## config.mk

```make
export PLATFORM = sky130hd
export DESIGN_NAME = rpc_front
export DESIGN_NICKNAME = d
export VERILOG_FILES = /design/src/hdl/rpc_pkg.sv /design/src/hdl/rpc_front.sv
export SDC_FILE = /design/constraint.sdc
export NUM_CORES = 2
export LEC_CHECK = 0
export ABC_AREA = 1
export ABC_CLOCK_PERIOD_IN_PS = 13300
export BUFFER_PORTS_ARGS = -buffer_cell sky130_fd_sc_hd__buf_2
export CAP_MARGIN = 20
export CORE_MARGIN = 10
export CORE_UTILIZATION = 40
export CTS_BUF_LIST = sky130_fd_sc_hd__clkbuf_8
export DETAILED_ROUTE_END_ITERATION = 7
export HOLD_SLACK_MARGIN = 0.05
export PLACE_DENSITY_LB_ADDON = 0.25
export SYNTH_ARGS = -nofsm -noshare
export SYNTH_HDL_FRONTEND = slang
export SYNTH_SLANG_ARGS = --single-unit
```

## constraint.sdc

```tcl
create_clock -name clk -period 13.3 [get_ports clk]
set_clock_uncertainty 0.15 [all_clocks]
set_input_delay 2.66 -clock clk [delete_from_list [all_inputs] [get_ports clk]]
set_output_delay 2.66 -clock clk [all_outputs]
set_load 0.05 [all_outputs]
```

## src/hdl/rpc_pkg.sv

```systemverilog
package rpc_pkg;

  localparam int BODY_SLOTS = 4;
  localparam int AXES = 3;

  localparam int FIX_SHIFT = 12;
  localparam int DEADBAND_UNITS = 2;
  localparam logic [33:0] DEADBAND_ERR = 34'(DEADBAND_UNITS << FIX_SHIFT);

  localparam logic [6:0] PCT_MIN = 7'd1;
  localparam logic [6:0] PCT_MAX = 7'd100;
  localparam logic [6:0] PCT_DEN = 7'd100;

  localparam logic [6:0] RESET_LERP_PERCENT = 7'd25;
  localparam logic [15:0] RESET_SNAP_DIST = 16'd60;
  localparam logic [7:0] RESET_LOCAL_SLOT = 8'd0;

  // ceil(2^31 / 100); exact floor(x / 100) for every x below 2^24.
  localparam int RECIP_SHIFT = 31;
  localparam logic [24:0] RECIP_100 = 25'd21474837;

  typedef enum logic [1:0] {
    CFG_LERP_PERCENT = 2'd0,
    CFG_SNAP_DIST    = 2'd1,
    CFG_LOCAL_SLOT   = 2'd2
  } cfg_index_t;

  typedef enum logic [2:0] {
    OUTCOME_SKIP     = 3'd0,
    OUTCOME_DEADBAND = 3'd1,
    OUTCOME_LERP     = 3'd2,
    OUTCOME_SNAP     = 3'd3,
    OUTCOME_TELEPORT = 3'd4
  } outcome_t;

  typedef struct packed {
    logic [6:0]  pct;
    logic [15:0] snap_dist;
    logic [7:0]  local_slot;
  } cfg_t;

  typedef struct packed {
    logic [7:0]             body_slot;
    logic                   teleport;
    logic [15:0]            target_yaw;
    logic [AXES-1:0][31:0]  target;
    logic                   body_present;
    logic [AXES-1:0][31:0]  current;
  } item_t;

  typedef struct packed {
    logic                   elig;
    logic                   tele;
    logic [15:0]            yaw;
    logic [AXES-1:0][31:0]  target;
    logic [AXES-1:0][31:0]  current;
    logic [AXES-1:0]        neg;
    logic [AXES-1:0][31:0]  mag;
  } diff_t;

  typedef struct packed {
    logic                   elig;
    logic                   tele;
    logic [15:0]            yaw;
    logic [AXES-1:0][31:0]  target;
    logic [AXES-1:0][31:0]  current;
    logic [AXES-1:0]        neg;
    logic [33:0]            err;
    logic [AXES-1:0][22:0]  prod_hi;
    logic [AXES-1:0][22:0]  prod_lo;
  } sum_t;

  typedef struct packed {
    outcome_t               outcome;
    logic [15:0]            yaw;
    logic [AXES-1:0][31:0]  target;
    logic [AXES-1:0][31:0]  current;
    logic [AXES-1:0]        neg;
    logic [33:0]            err;
    logic [33:0]            worst;
    logic [31:0]            applied;
    logic [31:0]            lerps;
    logic [31:0]            snaps;
  } decision_t;

  typedef struct packed {
    logic ld_in;
    logic ld_diff;
    logic ld_sum;
    logic ld_judge;
    logic ld_rem;
    logic ld_quot;
  } pipe_ctl_t;

  function automatic logic [16:0] div100(input logic [23:0] value);
    logic [48:0] prod;
    prod = 49'(value) * 49'(RECIP_100);
    return prod[RECIP_SHIFT+16:RECIP_SHIFT];
  endfunction

endpackage

```

## src/hdl/rpc_front.sv

```systemverilog
module rpc_front
  import rpc_pkg::*;
(
  input  logic      clk,
  input  pipe_ctl_t ctl,
  input  cfg_t      cfg,
  input  item_t     item,
  output sum_t      sum
);

  item_t in_reg;
  diff_t diff_reg;
  diff_t diff_next;
  sum_t  sum_next;

  always_ff @(posedge clk) begin
    if (ctl.ld_in) begin
      in_reg <= item;
    end
  end

  always_comb begin
    logic [32:0] d;
    diff_next.elig = (in_reg.body_slot < 8'(BODY_SLOTS)) &&
                     (in_reg.body_slot != cfg.local_slot) && in_reg.body_present;
    diff_next.tele    = in_reg.teleport;
    diff_next.yaw     = in_reg.target_yaw;
    diff_next.target  = in_reg.target;
    diff_next.current = in_reg.current;
    for (int i = 0; i < AXES; i++) begin
      d = {in_reg.target[i][31], in_reg.target[i]} -
          {in_reg.current[i][31], in_reg.current[i]};
      diff_next.neg[i] = d[32];
      diff_next.mag[i] = d[32] ? 32'(~d + 33'd1) : d[31:0];
    end
  end

  always_ff @(posedge clk) begin
    if (ctl.ld_diff) begin
      diff_reg <= diff_next;
    end
  end

  always_comb begin
    sum_next.elig    = diff_reg.elig;
    sum_next.tele    = diff_reg.tele;
    sum_next.yaw     = diff_reg.yaw;
    sum_next.target  = diff_reg.target;
    sum_next.current = diff_reg.current;
    sum_next.neg     = diff_reg.neg;
    sum_next.err     = 34'(diff_reg.mag[0]) + 34'(diff_reg.mag[1]) + 34'(diff_reg.mag[2]);
    for (int i = 0; i < AXES; i++) begin
      sum_next.prod_hi[i] = 23'(diff_reg.mag[i][31:16]) * 23'(cfg.pct);
      sum_next.prod_lo[i] = 23'(diff_reg.mag[i][15:0]) * 23'(cfg.pct);
    end
  end

  always_ff @(posedge clk) begin
    if (ctl.ld_sum) begin
      sum <= sum_next;
    end
  end

endmodule

```

==> results.json <==
{
  "worst_r2r_startpoint": "diff_reg[5]",
  "synthCells": 6434,
  "drt_pass1_iterations": 5,
  "period_needed_ns": 7.90,
  "holdBufCountCts": 0,
  "rsz0062_at_grt": "no",
  "synth_edf_count": 912,
  "crit_type": "primary input to register",
  "clock_sinks": 912,
  "grt_max_degree": 142,
  "max_slew_margin_pct": 29.8,
  "status": "finished clean",
  "finalHoldViolations": 0,
  "ys_ff_latch": 912,
  "cts-resized-gates": 0,
  "yosysTopAreaCell": "edfxtp_1",
  "synth_compound_area_share_pct": 3.82,
  "clk_path_buf_depth": 3,
  "syn-num-nets": 7516,
  "synth_ff_type": "edfxtp_1",
  "cp-startpoint": "cfg[30]",
  "yosys_warnings": 0,
  "cts_tree": "done",
  "tns_ns": 0,
  "synthSimpleGateAreaFrac_pct": 15.9,
  "port_buffers": 621,
  "synth_top_area_share_pct": 44.5,
  "setup_violations": 0,
  "insertion_delay_ns": 0.93,
  "worst_slew_pin_slew_ns": 1.05,
  "filler_cell_count": 14700,
  "place.gp.congestion": 0.897,
  "route.detailed.drc": 0,
  "root_buffer": "clkbuf_8",
  "fp.dieH_um": 412,
  "rows": 143,
  "crit_required_ns": 13.74,
  "die_area_sq_um": 170000,
  "cp_data_arrival_time_ns": 8.34,
  "routedWlPerCell_um": 18.5,
  "final_layout_size_suffix_gt1_share_pct": 12.4,
  "cts_inserted_buffers": 152,
  "final_nets": 8221,
  "synthMuxAreaShare_pct": 0,
  "synth_fa_ha_area_share_pct": 22.3,
  "area_growth_pct": 13.8,
  "path_clk_slew_ns": 0.06,
  "cts_setup_buffers": 0,
  "hold_path_class": "register to register",
  "crit_path_max_fanout": 60,
  "avgSynthCellArea_sq_um": 9.56,
  "crit_chain": "buf_2 > buf_4 > nand2_1 > inv_1 > fa_1 > fa_1 > fa_1 > inv_1 > fa_1 > inv_1 > ha_1 > nand2_1 > nor4_1 > a21oi_1 > o21bai_1 > a31oi_1 > xnor2_1",
  "die_w_um": 412,
  "ioPinCount": 641,
  "synth-xor-area-share_pct": 3.59,
  "crit_path_frequent_cell": "fa_1",
  "yosysUniqueCellTypes": 48,
  "start_kind": "primary input",
  "reg2regPathDepth": 17,
  "ys_top_cells_by_area": "edfxtp_1 45%, fa_1 15%, nand2_1 11%",
  "seq_area_frac_synth_pct": 44.5,
  "grt_first_pass_wirelength_um": 264000,
  "worst_setup_path_end_kind": "register",
  "rrSetupSlack_ns": 7.84,
  "syn_area_sq_um": 61500,
  "core_area_sq_um": 152000,
  "vias": 44200,
  "r2r_end": "sum[17]",
  "fin_crit_sh_pct": 59.4,
  "h-tree-depth": 4,
  "maxCapViolCount": 0,
  "synth_top_family_by_area": "adder cells",
  "start_util_pct": 40.4,
  "largest_register_ffs": 385,
  "async_flop_share_pct": 0,
  "grt_usage_pct": 20.1,
  "drt_wl_total_um": 171000,
  "grt_pass1_vias": 45100,
  "slew_violations": 0,
  "vias_per_cell": 4.76,
  "critPathCapture": "sum[17]",
  "slowest_stage": "buf_4",
  "antenna_found_initial": 25,
  "slowest_delay_ns": 0.70,
  "ant_nets": 0,
  "max_freq_ghz": 0.127,
  "overflow": 0,
  "drtIter0Drc": 2979,
  "dpl.hpwl_um": 136000
}
-- synthesized netlist by cell type, types with 21 or more instances --
cell type / n
nand2_1: 1778
inv_1: 1527
edfxtp_1: 912
fa_1: 450
ha_1: 376
nor2_1: 279
a21oi_1: 217
nand3_1: 192
xor2_1: 158
o21ai_0: 85
xnor2_1: 76
clkbuf_1: 59
nand4_1: 39
nor3_1: 31
nand3b_1: 24
a21o_1: 22
buf_1: 21
-- stage by stage --
step / cells / setup WS, ns / util, % / cell area, sq um / hold slack (ns)
2_1_floorplan: 6434 / 5.80 / - / 61500 / 0.250
3_3_place_gp: 9015 / 4.68 / 44.0 / 67000 / 0.251
3_5_place_dp: 9015 / 4.67 / 44.0 / 67000 / 0.255
4_1_cts: 9281 / 5.66 / 45.9 / 70000 / 0.218
5_1_grt: 9288 / 5.17 / 45.9 / 70000 / 0.219
6_report: 9289 / 5.40 / 45.9 / 70000 / 0.227
-- worst min-delay path by stage --
stage	startpoint	endpoint	slack, ns	depth (start not counted)
after CTS	diff_reg[200]	sum[276]	0.22	0
after global routing	diff_reg[200]	sum[276]	0.22	0
after floorplan	diff_next[291]	diff_reg[291]	0.25	0
after global placement	diff_reg[285]	sum[361]	0.25	0
after detailed placement	diff_next[302]	diff_reg[302]	0.25	0
final	diff_reg[200]	sum[276]	0.23	0
-- area by class of cell --
type	count	area, sq um	area share [%]
flip-flops and latches	912	27400	39.1
well taps	2030	2540	3.63
repair buffers	640	3310	4.73
inverters	1532	5750	8.21
multi-input cells	3901	28000	40.0
diodes	8	20.0	0.0286
clock inverters	113	881	1.26
clock buffers	153	2110	3.01
-- routing by layer --
layer  up-vias  share of wire [%]  GRT usage [%]
met2      1328                 46           32.3
met5         -              0.052              0
met1     21200                 43           26.5
met4        14                2.4           5.76
met3       238                7.9           5.44
li1      21400                  -              -
-- worst max-delay path, delay by kind of cell --
kind            cells  cell delay [ns]
fa+ha+maj           5             2.23
buf+inv             5             1.54
compound gates      3             0.53
simple gates        3             0.67
xor+xnor            1             0.59
-- cells by family after synthesis --
group           after synthesis
flops                       912
simple gates               2413
fa+ha+maj                   826
buf+inv                    1621
xor+xnor                    243
compound gates              419
-- cells in the final DEF, fill, tap and decap left out, types with 8 or more instances in the layout --
cell / n
nand2_1: 1778
inv_1: 1575
edfxtp_1: 912
buf_2: 615
fa_1: 450
ha_1: 376
nor2_1: 279
a21oi_1: 217
nand3_1: 192
xor2_1: 158
clkbuf_8: 153
o21ai_0: 85
xnor2_1: 76
nand4_1: 39
nor3_1: 31
nand3b_1: 24
clkinv_1: 24
a21o_1: 22
a31oi_1: 20
nand2_2: 20
buf_4: 20
o211ai_1: 19
o21bai_1: 16
clkinv_2: 14
nor4_1: 12
o21ai_1: 12
nor2_2: 12
nand3_2: 9
bufinv_16: 9
diode_2: 8
Power is left out: the tool's default activity adds up to more than one toggle a clock period on the data nets, which glitch-free logic cannot reach.
