$ cat config.mk
export PLATFORM = sky130hd
export DESIGN_NAME = rpc_judge
export DESIGN_NICKNAME = d
export VERILOG_FILES = /design/src/hdl/rpc_pkg.sv /design/src/hdl/rpc_judge.sv
export SDC_FILE = /design/constraint.sdc
export NUM_CORES = 1
export LEC_CHECK = 0
export ABC_AREA = 1
export BUFFER_PORTS_ARGS = -buffer_cell sky130_fd_sc_hd__buf_2
export CAP_MARGIN = 25
export CORE_UTILIZATION = 30
export DETAILED_ROUTE_END_ITERATION = 6
export PLACE_DENSITY = 0.51
export SLEW_MARGIN = 40
export SYNTH_ARGS = -nofsm -noshare
export SYNTH_HDL_FRONTEND = slang
export SYNTH_SLANG_ARGS = --single-unit
$ cat constraint.sdc
create_clock -name clk -period 2.05 [get_ports clk]
set_clock_uncertainty 0.05 [all_clocks]
set_input_delay 0.1025 -clock clk [delete_from_list [all_inputs] [get_ports clk]]
set_output_delay 0.1025 -clock clk [all_outputs]
set_load 0.03 [all_outputs]
$ cat src/hdl/rpc_pkg.sv
package rpc_pkg;

  localparam int BODY_SLOTS = 4;
  localparam int AXES = 3;

  localparam int FIX_SHIFT = 12;
  localparam int DEADBAND_UNITS = 2;
  localparam logic [33:0] DEADBAND_ERR = 34'(DEADBAND_UNITS << FIX_SHIFT);

  localparam logic [6:0] PCT_MIN = 7'd1;
  localparam logic [6:0] PCT_MAX = 7'd100;
  localparam logic [6:0] PCT_DEN = 7'd100;

  localparam logic [6:0] RESET_LERP_PERCENT = 7'd25;
  localparam logic [15:0] RESET_SNAP_DIST = 16'd60;
  localparam logic [7:0] RESET_LOCAL_SLOT = 8'd0;

  // ceil(2^31 / 100); exact floor(x / 100) for every x below 2^24.
  localparam int RECIP_SHIFT = 31;
  localparam logic [24:0] RECIP_100 = 25'd21474837;

  typedef enum logic [1:0] {
    CFG_LERP_PERCENT = 2'd0,
    CFG_SNAP_DIST    = 2'd1,
    CFG_LOCAL_SLOT   = 2'd2
  } cfg_index_t;

  typedef enum logic [2:0] {
    OUTCOME_SKIP     = 3'd0,
    OUTCOME_DEADBAND = 3'd1,
    OUTCOME_LERP     = 3'd2,
    OUTCOME_SNAP     = 3'd3,
    OUTCOME_TELEPORT = 3'd4
  } outcome_t;

  typedef struct packed {
    logic [6:0]  pct;
    logic [15:0] snap_dist;
    logic [7:0]  local_slot;
  } cfg_t;

  typedef struct packed {
    logic [7:0]             body_slot;
    logic                   teleport;
    logic [15:0]            target_yaw;
    logic [AXES-1:0][31:0]  target;
    logic                   body_present;
    logic [AXES-1:0][31:0]  current;
  } item_t;

  typedef struct packed {
    logic                   elig;
    logic                   tele;
    logic [15:0]            yaw;
    logic [AXES-1:0][31:0]  target;
    logic [AXES-1:0][31:0]  current;
    logic [AXES-1:0]        neg;
    logic [AXES-1:0][31:0]  mag;
  } diff_t;

  typedef struct packed {
    logic                   elig;
    logic                   tele;
    logic [15:0]            yaw;
    logic [AXES-1:0][31:0]  target;
    logic [AXES-1:0][31:0]  current;
    logic [AXES-1:0]        neg;
    logic [33:0]            err;
    logic [AXES-1:0][22:0]  prod_hi;
    logic [AXES-1:0][22:0]  prod_lo;
  } sum_t;

  typedef struct packed {
    outcome_t               outcome;
    logic [15:0]            yaw;
    logic [AXES-1:0][31:0]  target;
    logic [AXES-1:0][31:0]  current;
    logic [AXES-1:0]        neg;
    logic [33:0]            err;
    logic [33:0]            worst;
    logic [31:0]            applied;
    logic [31:0]            lerps;
    logic [31:0]            snaps;
  } decision_t;

  typedef struct packed {
    logic ld_in;
    logic ld_diff;
    logic ld_sum;
    logic ld_judge;
    logic ld_rem;
    logic ld_quot;
  } pipe_ctl_t;

  function automatic logic [16:0] div100(input logic [23:0] value);
    logic [48:0] prod;
    prod = 49'(value) * 49'(RECIP_100);
    return prod[RECIP_SHIFT+16:RECIP_SHIFT];
  endfunction

endpackage

$ cat src/hdl/rpc_judge.sv
module rpc_judge
  import rpc_pkg::*;
(
  input  logic      clk,
  input  logic      rst,
  input  pipe_ctl_t ctl,
  input  cfg_t      cfg,
  input  sum_t      sum,
  output decision_t dec
);

  logic [33:0] peak_err;
  logic [31:0] applied_counter;
  logic [31:0] lerp_counter;
  logic [31:0] snap_counter;

  logic [33:0] peak_err_next;
  logic [31:0] applied_counter_next;
  logic [31:0] lerp_counter_next;
  logic [31:0] snap_counter_next;

  decision_t dec_next;
  decision_t dec_judge;
  decision_t dec_rem;

  always_comb begin
    logic above_snap;
    above_snap = sum.err > (34'(cfg.snap_dist) << FIX_SHIFT);

    peak_err_next        = peak_err;
    applied_counter_next = applied_counter;
    lerp_counter_next    = lerp_counter;
    snap_counter_next    = snap_counter;

    dec_next.outcome = OUTCOME_SKIP;
    dec_next.yaw     = '0;
    dec_next.err     = '0;
    dec_next.target  = sum.target;
    dec_next.current = sum.current;
    dec_next.neg     = sum.neg;

    if (sum.elig) begin
      dec_next.yaw = sum.yaw;
      dec_next.err = sum.err;
      if (sum.err > peak_err) begin
        peak_err_next = sum.err;
      end
      applied_counter_next = applied_counter + 32'd1;
      if (sum.err < DEADBAND_ERR) begin
        dec_next.outcome = OUTCOME_DEADBAND;
      end else if (above_snap || sum.tele) begin
        if (sum.tele) begin
          dec_next.outcome = OUTCOME_TELEPORT;
        end else begin
          dec_next.outcome  = OUTCOME_SNAP;
          snap_counter_next = snap_counter + 32'd1;
        end
      end else begin
        dec_next.outcome  = OUTCOME_LERP;
        lerp_counter_next = lerp_counter + 32'd1;
      end
    end

    dec_next.worst   = peak_err_next;
    dec_next.applied = applied_counter_next;
    dec_next.lerps   = lerp_counter_next;
    dec_next.snaps   = snap_counter_next;
  end

  always_ff @(posedge clk) begin
    if (rst) begin
      peak_err        <= '0;
      applied_counter <= '0;
      lerp_counter    <= '0;
      snap_counter    <= '0;
    end else if (ctl.ld_judge) begin
      peak_err        <= peak_err_next;
      applied_counter <= applied_counter_next;
      lerp_counter    <= lerp_counter_next;
      snap_counter    <= snap_counter_next;
    end
  end

  always_ff @(posedge clk) begin
    if (ctl.ld_judge) begin
      dec_judge <= dec_next;
    end
    if (ctl.ld_rem) begin
      dec_rem <= dec_judge;
    end
    if (ctl.ld_quot) begin
      dec <= dec_rem;
    end
  end

  a_worst_monotonic: assert property (@(posedge clk) disable iff (rst)
    !$past(rst) |-> peak_err >= $past(peak_err))
    else $error("Worst error register decreased.");

  a_state_moves_on_load: assert property (@(posedge clk) disable iff (rst)
    !$past(rst) && !$past(ctl.ld_judge) |-> $stable(applied_counter) &&
      $stable(lerp_counter) && $stable(snap_counter) && $stable(peak_err))
    else $error("Correction state changed without an item entering the judge stage.");

  a_kind_implies_applied: assert property (@(posedge clk) disable iff (rst)
    !$past(rst) && (lerp_counter != $past(lerp_counter) ||
      snap_counter != $past(snap_counter)) |->
      applied_counter == $past(applied_counter) + 32'd1)
    else $error("Lerp or snap counted without an applied record.");

endmodule

==> results.sh <==
export IMPL_numCtsBuffers=138
export IMPL_routedWlPerCell_um=18.1
export IMPL_numClockSinks=1264
export IMPL_cpPeakStageDelay_ns=0.34
export IMPL_vias=27100
export IMPL_worstPathCellList="inv_2, ha_4, nand4_1, inv_2, nand4_1, buf_4, nor3_4, a21oi_4, nand2_4, clkbuf_16, nand2_1, nand3_1, nand2_1, inv_1"
export IMPL_dr_pass1_iters=5
export IMPL_crit_cells=14
export IMPL_final_cell_area_um2=61500
export IMPL_r2r_cells=14
export IMPL_synth_seq_cells=1264
export IMPL_run_status="complete, but fails checks"
export IMPL_synth_warnings=0
export IMPL_holdCritPathClass="primary input to flop"
export IMPL_dp_cells=5645
export IMPL_ys_types=42
export IMPL_multi_input_comb_area_um2=6660
export IMPL_seq_area_um2=36700
export IMPL_drive_gt1_share_pct=28.2
export IMPL_critPathMaxFanout=6
export IMPL_die_area_um2=150000
export IMPL_grt_pass1_wl_mm=168
export IMPL_globalplace_congestion=0.807
export IMPL_nets=4782
export IMPL_netlist_instances=2944
export IMPL_cts_tree="yes"
export IMPL_worst_path_buf_inv=5
export IMPL_worstSkewPairLatency_ns=0.77
export IMPL_dpl_cell_area_um2=51700
export IMPL_r2r_end="peak_err[24]"
export IMPL_rsz0062_at_grt="true"
export IMPL_endpoint="peak_err[24]"
export IMPL_die_h_um=387
export IMPL_synthToLayoutAreaGrowth_pct=38.3
export IMPL_cp_arrival_ns=3.02
export IMPL_critPathKind="flop to flop"
export IMPL_start_util_pct=30.4
export IMPL_setup_tns_ns=-18.01
export IMPL_startpoint="peak_err[25]"
export IMPL_cts_root_buffer="clkbuf_16"
export IMPL_layout_cells_non_filler=6338
export IMPL_layout_setup_ws_ns=-0.308
export IMPL_die_w_um=387
export IMPL_finalCritPeriodShare_pct=115
export IMPL_grt_total_usage_pct=15.0
export IMPL_drv_cap=0
export IMPL_initialDrtViolationCount=1537
export IMPL_wl_mm=115
export IMPL_violations="negative setup slack"
export IMPL_r2r_slack_ns=-0.31
export IMPL_avgSynthCellArea_um2=15.1
export IMPL_ant_nets=0
export IMPL_syn_area_um2=44500
export IMPL_core_area_um2=146000
export IMPL_crit_slowest_cell="dfxtp_2"
export IMPL_clock_path_buffers=3
export IMPL_leakage_nw=25.0
export IMPL_holdWs_ns=0.0493
export IMPL_slew_violations=0
export IMPL_rows=140
export IMPL_post_dp_hpwl_mm=78.5
export IMPL_ios=802
export IMPL_final_common_cell="edfxtp_1"
export IMPL_ir_worst_vdd_mv=0.691
export IMPL_io_buffers=645
export IMPL_period_minus_slack_ns=2.36
export IMPL_seq_area_frac_synth_pct=82.4
export IMPL_required_ns=2.72
export IMPL_grt_max_degree=108
export IMPL_grt_pass1_vias=26900
export IMPL_final_util_pct=42.0
export IMPL_clkTransAtPathRegs_ns=0.06
export IMPL_cp_top_family="simple AND/OR/NAND/NOR gates"
export IMPL_final_cell_mix="1134 x edfxtp_1, 640 x buf_2, 459 x nand2_1, 418 x dlygate4sd3_1, 369 x inv_1"
export IMPL_finalSetupViolations=68
export IMPL_worst_slew_pin_slew_ns=0.686
export IMPL_drc=0
export IMPL_overflow=0
export IMPL_power_density_nw_per_um2=992
export IMPL_antenna_found_initial=26
export IMPL_end_kind="flop"
export IMPL_setup_worst_path_start_class="flop"
export IMPL_r2r_start="peak_err[25]"
export IMPL_fmax_mhz=424
export IMPL_hold_violations=0
export IMPL_relSlewSlack_pct=54.2
export IMPL_htree_levels=4
export IMPL_vias_per_cell=4.27
export IMPL_syn_nets=3421
export IMPL_fill_cells=13400
## final cells by class
type                            count  area share, %
Timing Repair Buffer             1288           15.5
Clock buffer                      171           5.93
Antenna cell                        7         0.0285
Inverter                          384           2.36
Multi-Input combinational cell   1229           10.8
Tap cell                         1917           3.90
Clock inverter                     78           1.77
Sequential cell                  1264           59.6
## where the power goes
part	internal [mW]	switching, mW	total (mW)
clock	14.9	10.6	25.5
combinational	1.76	3.01	4.77
sequential	30.1	0.628	30.8
## metrics by stage
stage / setup WS (ns) / total power, mW
final: -0.308 / 61.0
after global routing: -0.405 / 63.3
after CTS: -0.220 / 61.8
after detailed placement: -0.633 / 35.3
after global placement: -0.602 / 35.2
after floorplan: 0.0145 / 33.0
## routing by layer
layer	vias up	GRT usage, %	share of wire, %
li1	13100	-	-
met1	13100	18.4	42
met2	770	25.2	49
met3	180	4.26	6.7
met4	4	5.26	2.6
met5	-	0	0.020
## cell families after synthesis
logic type | after synthesis | synth area share [%]
AND/OR/NAND/NOR | 906 | 8.85
buffers and inverters | 452 | 3.94
AO/OA/AOI/OAI | 242 | 2.78
adder cells (fa/ha/maj) | 53 | 1.49
XOR/XNOR | 27 | 0.532
flip-flops | 1264 | 82.4
## sequential cells by signal, indices dropped and copies added, names as in the netlist
name and cells:
applied_counter 32, dec 378, dec_judge 378, dec_rem 378, lerp_counter 32, peak_err 34
snap_counter 32
## worst min path at each step
stage                           to  startpoint  cells past startpoint  slack, ns
floorplan           dec_judge[164]    sum[172]                      0       0.15
global placement    dec_judge[179]    sum[187]                      1       0.23
detailed placement  dec_judge[214]    sum[222]                      1       0.23
CTS                 dec_judge[298]    sum[306]                      2      0.003
global route        dec_judge[197]    sum[205]                      2      0.002
finish              dec_judge[197]    sum[205]                      2       0.05
## cells in the mapped netlist (all sizes together)
| cell type | n | area share [%] |
|---|---|---|
| a21o | 2 | 0.034 |
| a21oi | 147 | 1.7 |
| and3 | 2 | 0.028 |
| buf | 17 | 0.27 |
| clkbuf | 51 | 0.43 |
| dfxtp | 130 | 5.9 |
| edfxtp | 1134 | 77 |
| ha | 53 | 1.5 |
| inv | 384 | 3.2 |
| nand2 | 511 | 4.4 |
| nand3 | 184 | 2.1 |
| nand3b | 2 | 0.034 |
| nand4 | 31 | 0.46 |
| nor2 | 129 | 1.2 |
| nor3 | 37 | 0.48 |
| nor3b | 1 | 0.017 |
| nor4 | 7 | 0.098 |
| o211ai | 1 | 0.017 |
| o21a | 1 | 0.017 |
| o21ai | 87 | 0.98 |
| o21bai | 4 | 0.068 |
| or2 | 2 | 0.028 |
| xnor2 | 1 | 0.020 |
| xor2 | 26 | 0.51 |
## what timing repair did
action,CTS,global route
gates cloned,1,2
hold buffers,419,0
resized for setup,74,114
endpoints found under the setup margin,97,150
pin swaps,12,48
setup buffers,9,8
endpoints found under the hold margin,1293,0
Power figures use the tool's default switching activity.
