File: config.mk
export PLATFORM = sky130hd
export DESIGN_NAME = rpc_cfg
export DESIGN_NICKNAME = d
export VERILOG_FILES = /design/src/hdl/rpc_pkg.sv /design/src/hdl/rpc_cfg.sv
export SDC_FILE = /design/constraint.sdc
export NUM_CORES = 1
export LEC_CHECK = 0
export ABC_AREA = 1
export ABC_CLOCK_PERIOD_IN_PS = 1000
export BUFFER_PORTS_ARGS = -buffer_cell sky130_fd_sc_hd__buf_2
export CAP_MARGIN = 0
export CELL_PAD_IN_SITES_DETAIL_PLACEMENT = 0
export CELL_PAD_IN_SITES_GLOBAL_PLACEMENT = 2
export CORE_MARGIN = 2
export CORE_UTILIZATION = 24
export DETAILED_ROUTE_END_ITERATION = 16
export MAX_ROUTING_LAYER = met4
export PLACE_DENSITY = 0.77
export REMOVE_ABC_BUFFERS = 1
export SKIP_CTS_REPAIR_TIMING = 1
export SLEW_MARGIN = 40
export SYNTH_ARGS = -nofsm -noshare
export SYNTH_HDL_FRONTEND = slang
export SYNTH_SLANG_ARGS = --single-unit
File: constraint.sdc
create_clock -name clk -period 1 [get_ports clk]
set_input_delay 0 -clock clk [delete_from_list [all_inputs] [get_ports clk]]
set_output_delay 0 -clock clk [all_outputs]
set_load 0.05 [all_outputs]
File: src/hdl/rpc_pkg.sv
package rpc_pkg;

  localparam int BODY_SLOTS = 4;
  localparam int AXES = 3;

  localparam int FIX_SHIFT = 12;
  localparam int DEADBAND_UNITS = 2;
  localparam logic [33:0] DEADBAND_ERR = 34'(DEADBAND_UNITS << FIX_SHIFT);

  localparam logic [6:0] PCT_MIN = 7'd1;
  localparam logic [6:0] PCT_MAX = 7'd100;
  localparam logic [6:0] PCT_DEN = 7'd100;

  localparam logic [6:0] RESET_LERP_PERCENT = 7'd25;
  localparam logic [15:0] RESET_SNAP_DIST = 16'd60;
  localparam logic [7:0] RESET_LOCAL_SLOT = 8'd0;

  // ceil(2^31 / 100); exact floor(x / 100) for every x below 2^24.
  localparam int RECIP_SHIFT = 31;
  localparam logic [24:0] RECIP_100 = 25'd21474837;

  typedef enum logic [1:0] {
    CFG_LERP_PERCENT = 2'd0,
    CFG_SNAP_DIST    = 2'd1,
    CFG_LOCAL_SLOT   = 2'd2
  } cfg_index_t;

  typedef enum logic [2:0] {
    OUTCOME_SKIP     = 3'd0,
    OUTCOME_DEADBAND = 3'd1,
    OUTCOME_LERP     = 3'd2,
    OUTCOME_SNAP     = 3'd3,
    OUTCOME_TELEPORT = 3'd4
  } outcome_t;

  typedef struct packed {
    logic [6:0]  pct;
    logic [15:0] snap_dist;
    logic [7:0]  local_slot;
  } cfg_t;

  typedef struct packed {
    logic [7:0]             body_slot;
    logic                   teleport;
    logic [15:0]            target_yaw;
    logic [AXES-1:0][31:0]  target;
    logic                   body_present;
    logic [AXES-1:0][31:0]  current;
  } item_t;

  typedef struct packed {
    logic                   elig;
    logic                   tele;
    logic [15:0]            yaw;
    logic [AXES-1:0][31:0]  target;
    logic [AXES-1:0][31:0]  current;
    logic [AXES-1:0]        neg;
    logic [AXES-1:0][31:0]  mag;
  } diff_t;

  typedef struct packed {
    logic                   elig;
    logic                   tele;
    logic [15:0]            yaw;
    logic [AXES-1:0][31:0]  target;
    logic [AXES-1:0][31:0]  current;
    logic [AXES-1:0]        neg;
    logic [33:0]            err;
    logic [AXES-1:0][22:0]  prod_hi;
    logic [AXES-1:0][22:0]  prod_lo;
  } sum_t;

  typedef struct packed {
    outcome_t               outcome;
    logic [15:0]            yaw;
    logic [AXES-1:0][31:0]  target;
    logic [AXES-1:0][31:0]  current;
    logic [AXES-1:0]        neg;
    logic [33:0]            err;
    logic [33:0]            worst;
    logic [31:0]            applied;
    logic [31:0]            lerps;
    logic [31:0]            snaps;
  } decision_t;

  typedef struct packed {
    logic ld_in;
    logic ld_diff;
    logic ld_sum;
    logic ld_judge;
    logic ld_rem;
    logic ld_quot;
  } pipe_ctl_t;

  function automatic logic [16:0] div100(input logic [23:0] value);
    logic [48:0] prod;
    prod = 49'(value) * 49'(RECIP_100);
    return prod[RECIP_SHIFT+16:RECIP_SHIFT];
  endfunction

endpackage

File: src/hdl/rpc_cfg.sv
module rpc_cfg
  import rpc_pkg::*;
(
  input  logic        clk,
  input  logic        rst,
  input  logic        cfg_valid,
  output logic        cfg_ready,
  input  logic [1:0]  cfg_index,
  input  logic [15:0] cfg_data,
  output cfg_t        cfg
);

  logic [6:0]  lerp_percent;
  logic [15:0] snap_distance_units;
  logic [7:0]  local_slot;

  assign cfg_ready = 1'b1;

  always_ff @(posedge clk) begin
    if (rst) begin
      lerp_percent        <= RESET_LERP_PERCENT;
      snap_distance_units <= RESET_SNAP_DIST;
      local_slot          <= RESET_LOCAL_SLOT;
    end else if (cfg_valid && cfg_ready) begin
      unique case (cfg_index)
        CFG_LERP_PERCENT: lerp_percent <= cfg_data[6:0];
        CFG_SNAP_DIST:    snap_distance_units <= cfg_data;
        CFG_LOCAL_SLOT:   local_slot <= cfg_data[7:0];
        default: begin
        end
      endcase
    end
  end

  always_comb begin
    cfg.snap_dist  = snap_distance_units;
    cfg.local_slot = local_slot;
    if (lerp_percent < PCT_MIN) begin
      cfg.pct = PCT_MIN;
    end else if (lerp_percent > PCT_MAX) begin
      cfg.pct = PCT_MAX;
    end else begin
      cfg.pct = lerp_percent;
    end
  end

endmodule

==> results of run 1 <==
==> synth_stat cells <==
cell type | count | area, um2
nand4_1 | 8 | 50.1
inv_1 | 7 | 26.3
nand3_2 | 1 | 10.0
nor2_4 | 1 | 11.3
nand3_1 | 10 | 50.1
buf_2 | 3 | 15.0
nand3b_1 | 4 | 30.0
nand2_1 | 37 | 139
o21ai_1 | 4 | 20.0
dfxtp_1 | 31 | 621
a21oi_1 | 8 | 40.0
inv_2 | 3 | 11.3
buf_1 | 1 | 3.75
o21ai_0 | 8 | 40.0
conb_1 | 1 | 3.75
buf_4 | 2 | 15.0
nor3_1 | 1 | 5.00
clkbuf_1 | 4 | 15.0
nor2_1 | 34 | 128
==> through the flow <==
stage | utilization (%) | total power, uW | cells
final | 37.1 | 2880 | 309
after global routing | 37.1 | 3020 | 309
after floorplan | - | 1700 | 158
after global placement | 32.5 | 1910 | 292
after CTS | 34.1 | 2860 | 300
after detailed placement | 32.5 | 1910 | 292
==> layer usage <==
metal / wire [um] / share of wire (%) / global-route usage [%] / vias to the layer above
li1: - / - / - / 680
met1: 1680 / 50 / 17.5 / 554
met2: 1410 / 42 / 17.1 / 47
met3: 237 / 7.1 / 4.89 / 4
met4: 38 / 1.1 / 5.65 / 0
met5: 0 / 0 / - / -
==> kinds of logic (layout without fill, tap and decap cells) <==
| group | Yosys count | after routing | share of synthesized area [%] |
|---|---|---|---|
| flops | 31 | 31 | 50.3 |
| compound gates | 20 | 20 | 8.11 |
| simple gates | 96 | 96 | 34.3 |
| buf+inv | 20 | 91 | 7.00 |
| other cells | 1 | 1 | 0.304 |
==> area by class of cell <==
cell class | instances | area [um2]
Fill cell | 573 | 3170
Sequential cell | 31 | 624
Multi-Input combinational cell | 117 | 547
Timing Repair Buffer | 73 | 493
Tap cell | 70 | 87.6
Clock buffer | 7 | 76.3
Inverter | 10 | 37.5
Clock inverter | 1 | 5.00
==> registers in the layout, summed over array words and instances (netlist names) <==
signal,flops
lerp_percent,7
local_slot,8
snap_distance_units,16
==> worst paths after layout <==
check,startpoint,end,cells past startpoint
hold reg to reg,local_slot[5],local_slot[5],2
hold / removal,cfg_data[12],snap_distance_units[12],3
setup reg to reg,lerp_percent[4],lerp_percent[4],3
setup / recovery,lerp_percent[0],cfg[25],6
==> power breakdown <==
| group | switching (uW) | total (uW) | leakage [uW] | internal (uW) |
|---|---|---|---|---|
| Sequential | 31.0 | 1330 | 0.000254 | 1290 |
| Combinational | 401 | 605 | 0.000596 | 205 |
| Clock | 464 | 952 | 0.0000422 | 488 |
==> critical path: stages (launching register included) <==
cell	delay [ps]
dfxtp_1	310
nor2_2	140
nand2_2	60
nand3_2	90
nand2_1	50
inv_1	60
buf_6	150
==> results.json, run 1 <==
{
  "outcome": "finished with violations",
  "violations": "hold timing, setup timing",
  "vias_per_cell": 4.16,
  "crit_fanout": 4,
  "worst_clock_skew_ps": 0,
  "cts_root_buf": "clkbuf_8",
  "leakagePower_uw": 0.000892,
  "final_antenna_net_count": 0,
  "num_antenna_cells": 0,
  "grt_max_degree": 24,
  "min_period_over_period_pct": 116,
  "ys_ff_latch": 31,
  "start_util_pct": 24.5,
  "synthCells": 168,
  "yosys_warnings": 0,
  "cts_buffers": 5,
  "post-route-min-period_ps": 1160,
  "grt_setup_unrepaired": "yes",
  "final_common_cell": "buf_2",
  "final_hold_viol_count": 6,
  "netlist-cell-type-count": 19,
  "insertion_delay_ps": 280,
  "wire_per_inst_um": 10.9,
  "drive_above_1_share_pct": 35.1,
  "antenna_found_initial": 0,
  "grt_pass1_vias": 1138,
  "vias": 1285,
  "cts.sink_count": 31,
  "stdcell_area_mm2": 0.00187,
  "die_w_um": 75.7,
  "overflow": 0,
  "crit_type": "reg2out",
  "cp.required_ps": 1000,
  "drtPass1Iterations": 4,
  "grt_usage_pct": 13.0,
  "fmax_mhz": 860,
  "start_kind": "register",
  "dr.first_iter.drc_count": 118,
  "timing.final.ws_setup_ps": -163,
  "syn_area_per_cell_um2": 7.34,
  "dp_slack_ps": -48.8,
  "synth_seq_area_share_pct": 50.3,
  "dieArea_mm2": 0.00573,
  "io_buffers": 51,
  "clk_pin_slew_worst_paths_ps": 60,
  "final_cell_mix": "buf_2, nand2_1, nor2_1",
  "hp-class": "in2reg",
  "coreArea_mm2": 0.00504,
  "cap_violations": 0,
  "wl_um": 3360,
  "io_pins": 53,
  "placed_area_mm2": 0.00164,
  "hold_ws_ps": -36.4,
  "crit_arrival_ps": 1160,
  "maxSlewViolCount": 0,
  "peakVddDrop_mv": 0.755,
  "htreeDepth": 2,
  "drc": 0,
  "area_growth_pct": 51.6,
  "hpwl_um": 2480,
  "cts.path.max_buffers": 2,
  "grt_pass1_wl_um": 5290,
  "cp-end-kind": "primary output",
  "die_h_um": 75.7,
  "reg2reg_slack_ps": 280,
  "core.rowCount": 26,
  "netlist_area_mm2": 0.00123,
  "p_per_area_mw_per_mm2": 1540,
  "place_congestion": 0.700,
  "layout.nets": 259,
  "tns_ps": -728,
  "cts_tree": "built",
  "setup_viol": 5
}
No activity file was read; power rests on OpenSTA's default activity.
==> inputs of run 2 (changes only) <==
--- a/config.mk
+++ b/config.mk
@@ -13,11 +13,13 @@
 export CELL_PAD_IN_SITES_GLOBAL_PLACEMENT = 2
 export CORE_MARGIN = 2
 export CORE_UTILIZATION = 24
+export CTS_BUF_LIST = sky130_fd_sc_hd__clkbuf_8 sky130_fd_sc_hd__clkbuf_16
 export DETAILED_ROUTE_END_ITERATION = 16
 export MAX_ROUTING_LAYER = met4
 export PLACE_DENSITY = 0.77
 export REMOVE_ABC_BUFFERS = 1
 export SKIP_CTS_REPAIR_TIMING = 1
+export SKIP_LAST_GASP = 1
 export SLEW_MARGIN = 40
 export SYNTH_ARGS = -nofsm -noshare
 export SYNTH_HDL_FRONTEND = slang
==> results.json, run 2 (synthesis gave the netlist of run 1 again) <==
{
  "io_buffers": 51,
  "intPower_uw": 1960,
  "cp_num_buf_inv": 2,
  "outcome": "finished with violations",
  "combPwrFrac_pct": 21.1,
  "p_per_area_mw_per_mm2": 1530,
  "final_common_cell": "buf_2",
  "final_cell_mix": "buf_2, nand2_1, nor2_1",
  "post-route-min-period_ps": 1160,
  "grt_pass1_vias": 1138,
  "clockPowerShare_pct": 32.6,
  "hold_ws_ps": -36.8,
  "core.rowCount": 26,
  "top_regs": "snap_distance_units (16), local_slot (8), lerp_percent (7)",
  "antenna_found_initial": 0,
  "placed_area_mm2": 0.00164,
  "final_antenna_net_count": 0,
  "setup_viol": 5,
  "final_hold_viol_count": 6,
  "drive_above_1_share_pct": 35.1,
  "wl_um": 3360,
  "peakVddDrop_mv": 0.757,
  "coreArea_mm2": 0.00504,
  "worst_clock_skew_ps": 0,
  "cts_tree": "built",
  "largest_register_ffs": 16,
  "num_antenna_cells": 0,
  "insertion_delay_ps": 280,
  "clk_pin_slew_worst_paths_ps": 60,
  "vias": 1284,
  "cts_root_buf": "clkbuf_8",
  "layout.nets": 259,
  "die_w_um": 75.7,
  "drc": 0,
  "sw_frac_of_total_pct": 31.3,
  "cp.required_ps": 1000,
  "min_period_over_period_pct": 116,
  "drtPass1Iterations": 4,
  "dp_slack_ps": -48.8,
  "cts.sink_count": 31,
  "regMostFlops": "snap_distance_units",
  "stdcell_area_mm2": 0.00187,
  "crit_fanout": 4,
  "vias_per_cell": 4.16,
  "grt_pass1_wl_um": 5290,
  "timing.final.ws_setup_ps": -163,
  "cap_violations": 0,
  "grt_usage_pct": 13.0,
  "slowest_delay_ps": 310,
  "hp-class": "in2reg",
  "io_pins": 53,
  "crit_family": "simple AND/OR/NAND/NOR gates",
  "place_congestion": 0.700,
  "cts.path.max_buffers": 2,
  "violations": "hold timing, setup timing",
  "overflow": 0,
  "crit_arrival_ps": 1160,
  "die_h_um": 75.7,
  "seqPwrFrac_pct": 46.3,
  "hpwl_um": 2480,
  "total_power_uw": 2860,
  "start_util_pct": 24.5,
  "cts_buffers": 5,
  "cp-end-kind": "primary output",
  "fmax_mhz": 860,
  "grt_setup_unrepaired": "yes",
  "grt_max_degree": 24,
  "area_growth_pct": 51.3,
  "cpMaxStageDelayCell": "dfxtp_1",
  "cp_cell_sequence": "nor2_2 -> nand2_2 -> nand3_2 -> nand2_1 -> inv_1 -> buf_6",
  "dr.first_iter.drc_count": 116,
  "wire_per_inst_um": 10.9,
  "htreeDepth": 2,
  "start_kind": "register",
  "maxSlewViolCount": 0,
  "crit_type": "reg2out",
  "leakagePower_uw": 0.000898,
  "dieArea_mm2": 0.00573,
  "p_sw_uw": 897
}
[run 2: changes by cell type in the layout (fill, tap and decap cells not counted)]
cell / change
clkbuf_1: -2
inv_1: +2
buf_6: +1
buf_8: -1
[run 2: cell type report]
| class | instances | area [um2] |
|---|---|---|
| timing repair buffer | 73 | 489 |
| sequential | 31 | 624 |
| fill | 572 | 3180 |
| inverter | 10 | 37.5 |
| multi-input combinational | 117 | 547 |
| clock inverter | 3 | 12.5 |
| clock buffer | 5 | 68.8 |
| tap | 70 | 87.6 |
[run 2: power by group through the flow]
stage	Sequential (uW)	Combinational (uW)	Clock (uW)
CTS	1320	563	961
floorplan	1520	183	0
global route	1330	653	1010
global placement	1350	561	0
finish	1330	603	933
detailed placement	1350	562	0
[run 2: final timing paths]
check | slack (ps) | startpoint | endpoint | depth (start not counted)
setup reg to reg | 280 | lerp_percent[4] | lerp_percent[4] | 3
hold reg to reg | 460 | local_slot[5] | local_slot[5] | 2
setup / recovery | -160 | lerp_percent[0] | cfg[25] | 6
hold / removal | -40 | cfg_data[12] | snap_distance_units[12] | 3
[run 2: through the flow]
step | hold slack, ps | setup TNS, ps | std cells | util [%]
floorplan | 69.1 | -1110 | 158 | -
detailed placement | 244 | -141 | 292 | 32.5
CTS | -56.2 | -1600 | 300 | 34.1
global placement | 238 | -118 | 292 | 32.5
finish | -36.8 | -730 | 309 | 37.0
global route | 1.59 | -1080 | 309 | 37.0
[run 2: worst register-to-register path: cells and delay by family (launching register included)]
family / cells / cell delay [ps]
buf+inv: 1 / 130
flops: 1 / 330
simple gates: 2 / 140
[run 2: routing by layer]
layer | part of all wire (%) | track usage [%]
met5 | 0 | -
met4 | 1.1 | 5.65
met3 | 7.0 | 4.89
met2 | 42 | 17.1
met1 | 50 | 17.5
